<file path="src/design/compass_heading_from_magnetometer_core_macros.svh">
// ----------------------------------------------------------------------------
// compass heading core assertion macros
// shared concurrent assertion forms, clocked on i_clk, off during reset
// ----------------------------------------------------------------------------
`ifndef COMPASS_HEADING_FROM_MAGNETOMETER_CORE_MACROS_SVH
`define COMPASS_HEADING_FROM_MAGNETOMETER_CORE_MACROS_SVH

// same-cycle implication
`define CH_ASSERT_SAME(lbl, ante, cons) \
    lbl: assert property (@(posedge i_clk) disable iff (!i_rst_n) (ante) |-> (cons)) \
        else $error("compass core: same-cycle check failed");

// next-cycle implication
`define CH_ASSERT_NEXT(lbl, ante, cons) \
    lbl: assert property (@(posedge i_clk) disable iff (!i_rst_n) (ante) |=> (cons)) \
        else $error("compass core: next-cycle check failed");

`endif

</file>
<file path="src/design/compass_pkg.sv">
// ----------------------------------------------------------------------------
// compass_pkg
// shared widths, constants, angle table and pipeline types of the heading core
// ----------------------------------------------------------------------------
package compass_pkg;

    localparam int PRESCALE_BITS   = 8;
    localparam int ANGLE_FRAC_BITS = 16;
    localparam int ANGLE_TABLE_LEN = 24;
    localparam int FULL_TURN       = 36000;
    localparam int HALF_TURN       = 18000;
    localparam int CFG_RESET       = 1261;

    // vector component width: 17-bit magnitude, prescale, cordic gain headroom
    localparam int XY_W  = 27;
    // angle accumulator: centidegrees with 16 fraction bits
    localparam int Z_W   = 32;
    // raw angle plus declination before wrapping
    localparam int TOT_W = 19;
    localparam int HEAD_W = 16;
    localparam int DECL_W = 16;

    typedef struct packed {
        logic signed [XY_W-1:0] x;
        logic signed [XY_W-1:0] y;
        logic signed [Z_W-1:0]  z;
        logic                   neg;   // left half plane, add half turn
        logic                   zero;  // zero vector, raw angle is 0
    } t_cordic_vec;

    // atan(2^-i) in centidegrees * 65536, rounded to nearest
    function automatic logic signed [Z_W-1:0] atan_entry(input int idx);
        logic signed [Z_W-1:0] v;
        case (idx)
            0:       v = 32'sd294912000;
            1:       v = 32'sd174096719;
            2:       v = 32'sd91987925;
            3:       v = 32'sd46694507;
            4:       v = 32'sd23437865;
            5:       v = 32'sd11730358;
            6:       v = 32'sd5866610;
            7:       v = 32'sd2933484;
            8:       v = 32'sd1466764;
            9:       v = 32'sd733385;
            10:      v = 32'sd366693;
            11:      v = 32'sd183346;
            12:      v = 32'sd91673;
            13:      v = 32'sd45837;
            14:      v = 32'sd22918;
            15:      v = 32'sd11459;
            16:      v = 32'sd5730;
            17:      v = 32'sd2865;
            18:      v = 32'sd1432;
            19:      v = 32'sd716;
            20:      v = 32'sd358;
            21:      v = 32'sd179;
            22:      v = 32'sd90;
            23:      v = 32'sd45;
            default: v = '0;
        endcase
        return v;
    endfunction

endpackage

</file>
<file path="src/design/compass_prep.sv">
// ----------------------------------------------------------------------------
// compass_prep
// joins the axis bytes, folds the left half plane and prescales the vector
// ----------------------------------------------------------------------------
module compass_prep
    import compass_pkg::*;
(
    input  logic        i_clk,
    input  logic        i_rst_n,
    input  logic        i_valid,
    input  logic [7:0]  i_x_high,
    input  logic [7:0]  i_x_low,
    input  logic [7:0]  i_y_high,
    input  logic [7:0]  i_y_low,
    output logic        o_valid,
    output t_cordic_vec o_vec
);

    localparam int PAD_W = XY_W - 17 - PRESCALE_BITS;

    logic signed [15:0] w_x16;
    logic signed [15:0] w_y16;
    logic signed [16:0] w_x17;
    logic signed [16:0] w_y17;
    logic               r_valid;
    t_cordic_vec        r_vec;
    t_cordic_vec        n_vec;

    always_comb begin
        w_x16 = signed'({i_x_high, i_x_low});
        w_y16 = signed'({i_y_high, i_y_low});
        w_x17 = {w_x16[15], w_x16};
        w_y17 = {w_y16[15], w_y16};
        // negating both keeps the angle, offset by a half turn
        if (w_x16[15]) begin
            w_x17 = -w_x17;
            w_y17 = -w_y17;
        end
        n_vec.x    = {{PAD_W{w_x17[16]}}, w_x17, {PRESCALE_BITS{1'b0}}};
        n_vec.y    = {{PAD_W{w_y17[16]}}, w_y17, {PRESCALE_BITS{1'b0}}};
        n_vec.z    = '0;
        n_vec.neg  = w_x16[15];
        n_vec.zero = (w_x16 == 16'sd0) && (w_y16 == 16'sd0);
    end

    always_ff @(posedge i_clk) begin
        if (!i_rst_n) begin
            r_valid <= 1'b0;
        end else begin
            r_valid <= i_valid;
        end
    end

    always_ff @(posedge i_clk) begin
        r_vec <= n_vec;
    end

    assign o_valid = r_valid;
    assign o_vec   = r_vec;

endmodule

</file>
<file path="src/design/compass_stage.sv">
// ----------------------------------------------------------------------------
// compass_stage
// one registered cordic vectoring iteration
// ----------------------------------------------------------------------------
module compass_stage
    import compass_pkg::*;
#(
    parameter int IDX = 0
)
(
    input  logic        i_clk,
    input  logic        i_rst_n,
    input  logic        i_valid,
    input  t_cordic_vec i_vec,
    output logic        o_valid,
    output t_cordic_vec o_vec
);

    logic signed [XY_W-1:0] w_dx;
    logic signed [XY_W-1:0] w_dy;
    logic                   r_valid;
    t_cordic_vec            r_vec;
    t_cordic_vec            n_vec;

    always_comb begin
        // arithmetic shift rounds toward minus infinity
        w_dx  = i_vec.y >>> IDX;
        w_dy  = i_vec.x >>> IDX;
        n_vec = i_vec;
        if (!i_vec.y[XY_W-1]) begin
            n_vec.x = i_vec.x + w_dx;
            n_vec.y = i_vec.y - w_dy;
            n_vec.z = i_vec.z + atan_entry(IDX);
        end else begin
            n_vec.x = i_vec.x - w_dx;
            n_vec.y = i_vec.y + w_dy;
            n_vec.z = i_vec.z - atan_entry(IDX);
        end
    end

    always_ff @(posedge i_clk) begin
        if (!i_rst_n) begin
            r_valid <= 1'b0;
        end else begin
            r_valid <= i_valid;
        end
    end

    always_ff @(posedge i_clk) begin
        r_vec <= n_vec;
    end

    assign o_valid = r_valid;
    assign o_vec   = r_vec;

endmodule

</file>
<file path="src/design/compass_post.sv">
// ----------------------------------------------------------------------------
// compass_post
// rounds the angle, adds half turn and declination, wraps into one turn
// ----------------------------------------------------------------------------
module compass_post
    import compass_pkg::*;
(
    input  logic                     i_clk,
    input  logic                     i_rst_n,
    input  logic                     i_valid,
    input  t_cordic_vec              i_vec,
    input  logic signed [DECL_W-1:0] i_decl,
    output logic                     o_valid,
    output logic [HEAD_W-1:0]        o_heading
);

    localparam logic signed [TOT_W-1:0] C_FULL  = TOT_W'(FULL_TURN);
    localparam logic signed [TOT_W-1:0] C_HALF  = TOT_W'(HALF_TURN);
    localparam logic signed [TOT_W-1:0] C_TWICE = TOT_W'(2 * FULL_TURN);
    localparam logic signed [Z_W:0]     C_ROUND = (Z_W+1)'(1 << (ANGLE_FRAC_BITS - 1));
    localparam int                      ZR_W    = Z_W + 1 - ANGLE_FRAC_BITS;

    logic signed [Z_W:0]       w_zsum;
    logic signed [ZR_W-1:0]    w_zr;
    logic signed [TOT_W-1:0]   w_raw;
    logic signed [TOT_W-1:0]   n_total;
    logic signed [TOT_W-1:0]   r_total;
    logic                      r_tot_valid;
    logic signed [TOT_W-1:0]   w_wrap;
    logic [HEAD_W-1:0]         r_heading;
    logic                      r_valid;

    // stage a: round to whole centidegrees, add offsets
    always_comb begin
        w_zsum = {i_vec.z[Z_W-1], i_vec.z} + C_ROUND;
        w_zr   = w_zsum[Z_W:ANGLE_FRAC_BITS];
        if (i_vec.zero) begin
            w_raw = '0;
        end else if (i_vec.neg) begin
            w_raw = TOT_W'(w_zr) + C_HALF;
        end else begin
            w_raw = TOT_W'(w_zr);
        end
        n_total = w_raw + TOT_W'(i_decl);
    end

    // stage b: total stays within two turns either side
    always_comb begin
        if (r_total < -C_FULL) begin
            w_wrap = r_total + C_TWICE;
        end else if (r_total < 0) begin
            w_wrap = r_total + C_FULL;
        end else if (r_total >= C_FULL) begin
            w_wrap = r_total - C_FULL;
        end else begin
            w_wrap = r_total;
        end
    end

    always_ff @(posedge i_clk) begin
        if (!i_rst_n) begin
            r_tot_valid <= 1'b0;
            r_valid     <= 1'b0;
        end else begin
            r_tot_valid <= i_valid;
            r_valid     <= r_tot_valid;
        end
    end

    always_ff @(posedge i_clk) begin
        r_total   <= n_total;
        r_heading <= w_wrap[HEAD_W-1:0];
    end

    assign o_valid   = r_valid;
    assign o_heading = r_heading;

endmodule

</file>
<file path="src/design/compass_heading_from_magnetometer_core.sv">
// ----------------------------------------------------------------------------
// compass_heading_from_magnetometer_core
// cordic atan2 compass heading with declination offset, one sample per clock
// ----------------------------------------------------------------------------
// A sample (big-endian X and Y byte pairs) is taken on every clock where start
// is high; busy never rises, so samples may come back to back. The heading,
// in hundredths of a degree from 0 to 35999, shows on o_heading_centideg for
// one cycle with o_result_strobe high, after the sample has passed one input
// register, one register per cordic iteration, one rounding/offset register
// and one wrap register. The receiver cannot stall, so every strobe must be
// captured. A zero vector gives the declination alone. The declination register
// (signed centidegrees, reset 1261) is written over the cfg channel, which is
// always ready; write it only when no sample is in flight.
// ----------------------------------------------------------------------------
`include "compass_heading_from_magnetometer_core_macros.svh"

module compass_heading_from_magnetometer_core
    import compass_pkg::*;
#(
    parameter int CORDIC_STAGES = 16
)
(
    input  logic                     i_clk,
    input  logic                     i_rst_n,
    // sample beat
    input  logic                     start,
    output logic                     busy,
    input  logic [7:0]               i_x_high,
    input  logic [7:0]               i_x_low,
    input  logic [7:0]               i_y_high,
    input  logic [7:0]               i_y_low,
    // declination write beat
    input  logic                     i_cfg_valid,
    output logic                     o_cfg_ready,
    input  logic signed [DECL_W-1:0] i_cfg_data,
    // result beat
    output logic                     o_result_strobe,
    output logic [HEAD_W-1:0]        o_heading_centideg
);

    // iterations past the angle table are not run
    localparam int RUN = (CORDIC_STAGES < ANGLE_TABLE_LEN) ? CORDIC_STAGES : ANGLE_TABLE_LEN;

    logic                     r_decl;
    logic signed [DECL_W-1:0] r_declination;
    logic                     w_valid [0:RUN];
    t_cordic_vec              w_vec   [0:RUN];

    // the pipeline never holds, so a sample is taken on every start
    assign busy        = 1'b0;
    assign o_cfg_ready = 1'b1;

    // declination register
    always_ff @(posedge i_clk) begin
        if (!i_rst_n) begin
            r_declination <= DECL_W'(CFG_RESET);
            r_decl        <= 1'b0;
        end else begin
            r_decl <= i_cfg_valid;
            if (i_cfg_valid && o_cfg_ready) begin
                r_declination <= i_cfg_data;
            end
        end
    end

    // byte join, half-plane fold, prescale
    compass_prep u_prep (
        .i_clk    (i_clk),
        .i_rst_n  (i_rst_n),
        .i_valid  (start && !busy),
        .i_x_high (i_x_high),
        .i_x_low  (i_x_low),
        .i_y_high (i_y_high),
        .i_y_low  (i_y_low),
        .o_valid  (w_valid[0]),
        .o_vec    (w_vec[0])
    );

    // one stage per cordic iteration
    for (genvar g = 0; g < RUN; g++) begin : g_stage
        compass_stage #(
            .IDX (g)
        ) u_stage (
            .i_clk   (i_clk),
            .i_rst_n (i_rst_n),
            .i_valid (w_valid[g]),
            .i_vec   (w_vec[g]),
            .o_valid (w_valid[g+1]),
            .o_vec   (w_vec[g+1])
        );
    end

    // rounding, offsets, wrap into one turn
    compass_post u_post (
        .i_clk     (i_clk),
        .i_rst_n   (i_rst_n),
        .i_valid   (w_valid[RUN]),
        .i_vec     (w_vec[RUN]),
        .i_decl    (r_declination),
        .o_valid   (o_result_strobe),
        .o_heading (o_heading_centideg)
    );

    // heading always lands inside one turn
    `CH_ASSERT_SAME(a_heading_range, o_result_strobe, o_heading_centideg < HEAD_W'(FULL_TURN))
    // an accepted sample reaches the input register
    `CH_ASSERT_NEXT(a_prep_valid, start, w_valid[0])
    // a sample leaving the last iteration is not dropped in the back end
    `CH_ASSERT_NEXT(a_tail_valid, w_valid[RUN], ##1 o_result_strobe)
    // a declination write beat lands in the register in the next cycle
    `CH_ASSERT_SAME(a_cfg_track, r_decl, r_declination == $past(i_cfg_data))

endmodule

</file>
<file path="config.mk">
export PLATFORM = sky130hd
export DESIGN_NAME = compass_heading_from_magnetometer_core
export DESIGN_NICKNAME = d
export VERILOG_FILES = /design/src/design/compass_pkg.sv /design/src/design/compass_prep.sv /design/src/design/compass_stage.sv /design/src/design/compass_post.sv /design/src/design/compass_heading_from_magnetometer_core.sv
export VERILOG_INCLUDE_DIRS = /design/src /design/src/design
export SDC_FILE = /design/constraint.sdc
export NUM_CORES = 2
export LEC_CHECK = 0
export BUFFER_PORTS_ARGS = -buffer_cell sky130_fd_sc_hd__buf_2
export CAP_MARGIN = 20
export CORE_UTILIZATION = 35
export CTS_CLUSTER_DIAMETER = 200
export DETAILED_ROUTE_END_ITERATION = 10
export SYNTH_ARGS = -nofsm -noshare
export SYNTH_HDL_FRONTEND = slang
export SYNTH_SLANG_ARGS = --single-unit
</file>
<file path="constraint.sdc">
create_clock -name i_clk -period 7.2 [get_ports i_clk]
set_input_delay 0.36 -clock i_clk [delete_from_list [all_inputs] [get_ports i_clk]]
set_output_delay 0.36 -clock i_clk [all_outputs]
set_load 0.005 [all_outputs]
</file>
==> results.py <==
metrics = {
    "yosys": {
        "synth.distinct_cells": 105,
        "ys_ff_latch": 1268,
        "avgSynthCellArea_sq_um": 8.54,
        "synthesis.area_sq_mm": 0.0901,
        "async_reset_ff_frac": 0,
        "synth_cells": 10600,
        "yosysSeqAreaShare": 0.282,
        "synth_edf_count": 0,
        "yosys_most_used_dff": "dfxtp_1",
        "synth_warnings": 0,
    },
    "die": {
        "io_pins": 71,
        "die-height_um": 509,
        "row_count": 185,
        "die_area_sq_mm": 0.260,
        "core_sq_mm": 0.255,
        "initial_core_util": 0.353,
        "die_w_um": 509,
    },
    "routing": {
        "firstDrtPassIters": 6,
        "drt-total-wl_um": 222000,
        "drt-vias-per-instance": 5.19,
        "via_count": 73800,
        "detail_route.wl_per_cell_um": 15.6,
        "drc_errors": 0,
        "drtIter0Drc": 4193,
        "drtAntennaViolNets": 0,
    },
    "cts": {
        "cts_tree": "done",
        "post-cts-setup-buffers": 0,
        "root_buffer": "clkbuf_16",
        "cts_max_level": 4,
        "cts_sinks": 1268,
        "cts_buffers": 152,
        "clk_pin_slew_ps": 60,
        "insertion_delay_ps": 840,
        "cts_buffer_depth": 3,
    },
    "global_route": {
        "overflow": 0,
        "gr-usage-met3": 0.0198,
        "gr-max-usage-layer": "met2",
        "grt_max_degree": 65,
        "track_usage": 0.168,
        "grtUsageMet1": 0.207,
        "antenna_found_initial": 5,
        "grt_pass1_wl_um": 361000,
        "grt_pass1_vias": 70400,
        "grtUsageMet2": 0.299,
    },
    "layout": {
        "finalNonFillerCells": 14200,
        "post_route_cells_drive_above_1_share": 0.0472,
        "seqCellArea_sq_mm": 0.0254,
        "area_growth_pct": 11.4,
        "final_nets": 12000,
        "multi_input_area_sq_mm": 0.0624,
        "fillers": 25900,
        "final_core_util": 0.394,
    },
    "run_status": {
        "status": "finished, final reports clean",
    },
    "hold_path": {
        "hold_start": "i_x_high[7]",
        "hold_end": "u_prep.o_vec[1]$_DFF_P_",
        "hp-class": "in -> reg",
        "holdPathStages": 1,
    },
    "place": {
        "numPortBuffers": 68,
        "dpl.cell_count": 13900,
        "hpwl_um": 178000,
        "place_congestion": 0.899,
    },
    "sta": {
        "finalSetupTns_ps": 0,
        "timing.fmax_mhz": 219,
        "final-setup-viol-count": 0,
        "layout_min_cycle_time_ps": 4570,
        "period_share": 0.634,
        "fin_worst_skew_ps": 58.3,
        "rsz0062_at_grt": "no",
        "whs_ps": 56.2,
        "hold_violations": 0,
        "relSlewSlack": 0.365,
        "slew_viol_final": 0,
        "worst_slew_pin_slew_ps": 943,
    },
    "setup_path": {
        "start_kind": "flip-flop",
        "slowest_stage": "inv_1",
        "crit_required_ps": 7950,
        "slowest_delay_ps": 690,
        "crit_type": "reg -> reg",
        "crit_chain": "inv_1 -> o21ai_0 -> xnor2_1 -> ha_1 -> or4_1 -> and3_1 -> o41ai_2 -> o211ai_1 -> nand4_1 -> a21boi_1 -> and3_1 -> or4_1 -> nand3_1",
        "reg2reg_from": "g_stage[5].u_stage.o_vec[60]$_DFF_P_",
        "end_kind": "flip-flop",
        "reg2reg_depth": 13,
        "reg2reg_slack_ps": 2630,
        "crit_arrival_ps": 5310,
        "path_max_fanout": 22,
        "rr_endpoint": "g_stage[6].u_stage.o_vec[59]$_DFF_P_",
    },
    "job": {
        "cap_violations": 0,
    },
}
## logic make-up after synthesis
kind of cell / share of synthesized area
and+or+nand+nor: 0.162
AOI/OAI and AO/OA: 0.211
adders and majority gates: 0.172
other: 0.0000833
buffers and inverters: 0.0261
xor gates and xnor gates: 0.139
muxes: 0.00834
DFF: 0.282
## worst max-delay path by stage
stage	from	to	slack, ps	cells past startpoint
global placement	g_stage[5].u_stage.o_vec[60]$_DFF_P_	g_stage[6].u_stage.o_vec[59]$_DFF_P_	2720	13
global route	g_stage[4].u_stage.o_vec[44]$_DFF_P_	g_stage[5].u_stage.o_vec[85]$_DFF_P_	2260	16
floorplan	g_stage[10].u_stage.o_vec[60]$_DFF_P_	g_stage[11].u_stage.o_vec[81]$_DFF_P_	3030	15
CTS	g_stage[5].u_stage.o_vec[60]$_DFF_P_	g_stage[6].u_stage.o_vec[59]$_DFF_P_	2610	13
finish	g_stage[5].u_stage.o_vec[60]$_DFF_P_	g_stage[6].u_stage.o_vec[59]$_DFF_P_	2630	13
detailed placement	g_stage[5].u_stage.o_vec[60]$_DFF_P_	g_stage[6].u_stage.o_vec[59]$_DFF_P_	2630	13
## metrics by stage
| stage | area (sq um) | worst slack (ps) |
|---|---|---|
| after floorplan | 90100 | 3030 |
| final | 100000 | 2630 |
| after global placement | 94400 | 2720 |
| after global routing | 100000 | 2260 |
| after detailed placement | 94400 | 2630 |
| after CTS | 100000 | 2610 |
## cell type report
| type | count | area share |
|---|---|---|
| antenna | 2 | 0.0000499 |
| clock inverter | 68 | 0.00922 |
| clock buffer | 209 | 0.0435 |
| sequential | 1268 | 0.253 |
| multi-input combinational | 8666 | 0.622 |
| tap | 3366 | 0.0420 |
| timing repair buffer | 171 | 0.0129 |
| inverter | 472 | 0.0177 |
## per-layer routing
layer | vias to the layer above | share of wire
li1 | 38200 | -
met2 | 1228 | 0.48
met5 | - | 0
met3 | 349 | 0.034
met4 | 0 | 0.032
met1 | 34000 | 0.45
## timing repair
item / in CTS / in global routing
endpoints found under the hold margin: 51 / 0
hold buffers: 73 / 0
setup endpoints to repair: 0 / 0
resized for setup: 0 / 0
## critical path: cells and delay by family (launching register included)
kind / cells / cell delay (ps)
adder cells (fa/ha/maj): 1 / 260
XOR/XNOR: 1 / 240
AO/OA/AOI/OAI: 4 / 1160
buffers and inverters: 1 / 690
AND/OR/NAND/NOR: 6 / 1690
flip-flops: 1 / 440
## cells in the mapped netlist (145+ instances only)
master       n  share of area
o21bai_1   145          0.012
o21a_1     180          0.015
xnor2_1    950          0.092
a21oi_1    971          0.054
nor2_1     999          0.042
a21o_1     412          0.034
dfxtp_1   1268           0.28
nor3_1     350          0.019
nand2_1    515          0.021
nand2b_1   161          0.011
nand3_1    190          0.011
xor2_1     476          0.046
inv_1      467          0.019
o21ai_0    400          0.022
ha_1      1175           0.16
nor2b_1    168          0.012
## layout by cell type, fill, tap and decap left out, types with 88 or more instances in the layout
| cell | n |
|---|---|
| a211oi_1 | 94 |
| a21o_1 | 412 |
| a21oi_1 | 971 |
| a31oi_1 | 124 |
| and2_1 | 103 |
| and3_1 | 121 |
| clkbuf_16 | 152 |
| dfxtp_1 | 1255 |
| ha_1 | 1175 |
| inv_1 | 467 |
| nand2_1 | 515 |
| nand2b_1 | 161 |
| nand3_1 | 190 |
| nor2_1 | 999 |
| nor2b_1 | 168 |
| nor3_1 | 350 |
| o21a_1 | 180 |
| o21ai_0 | 400 |
| o21ai_1 | 88 |
| o21bai_1 | 145 |
| xnor2_1 | 950 |
| xor2_1 | 476 |
## registers in the layout (all words and copies together), names as in the netlist
name                     cells
g_stage.u_stage.o_valid     16
g_stage.u_stage.o_vec     1162
r_declination               16
u_post.o_heading            16
u_post.o_valid               1
u_post.r_tot_valid           1
u_post.r_total              19
u_prep.o_valid               1
u_prep.o_vec                36
Power is not shown: default switching activity piles up to over one toggle a cycle in this logic, so the estimate is an artifact.
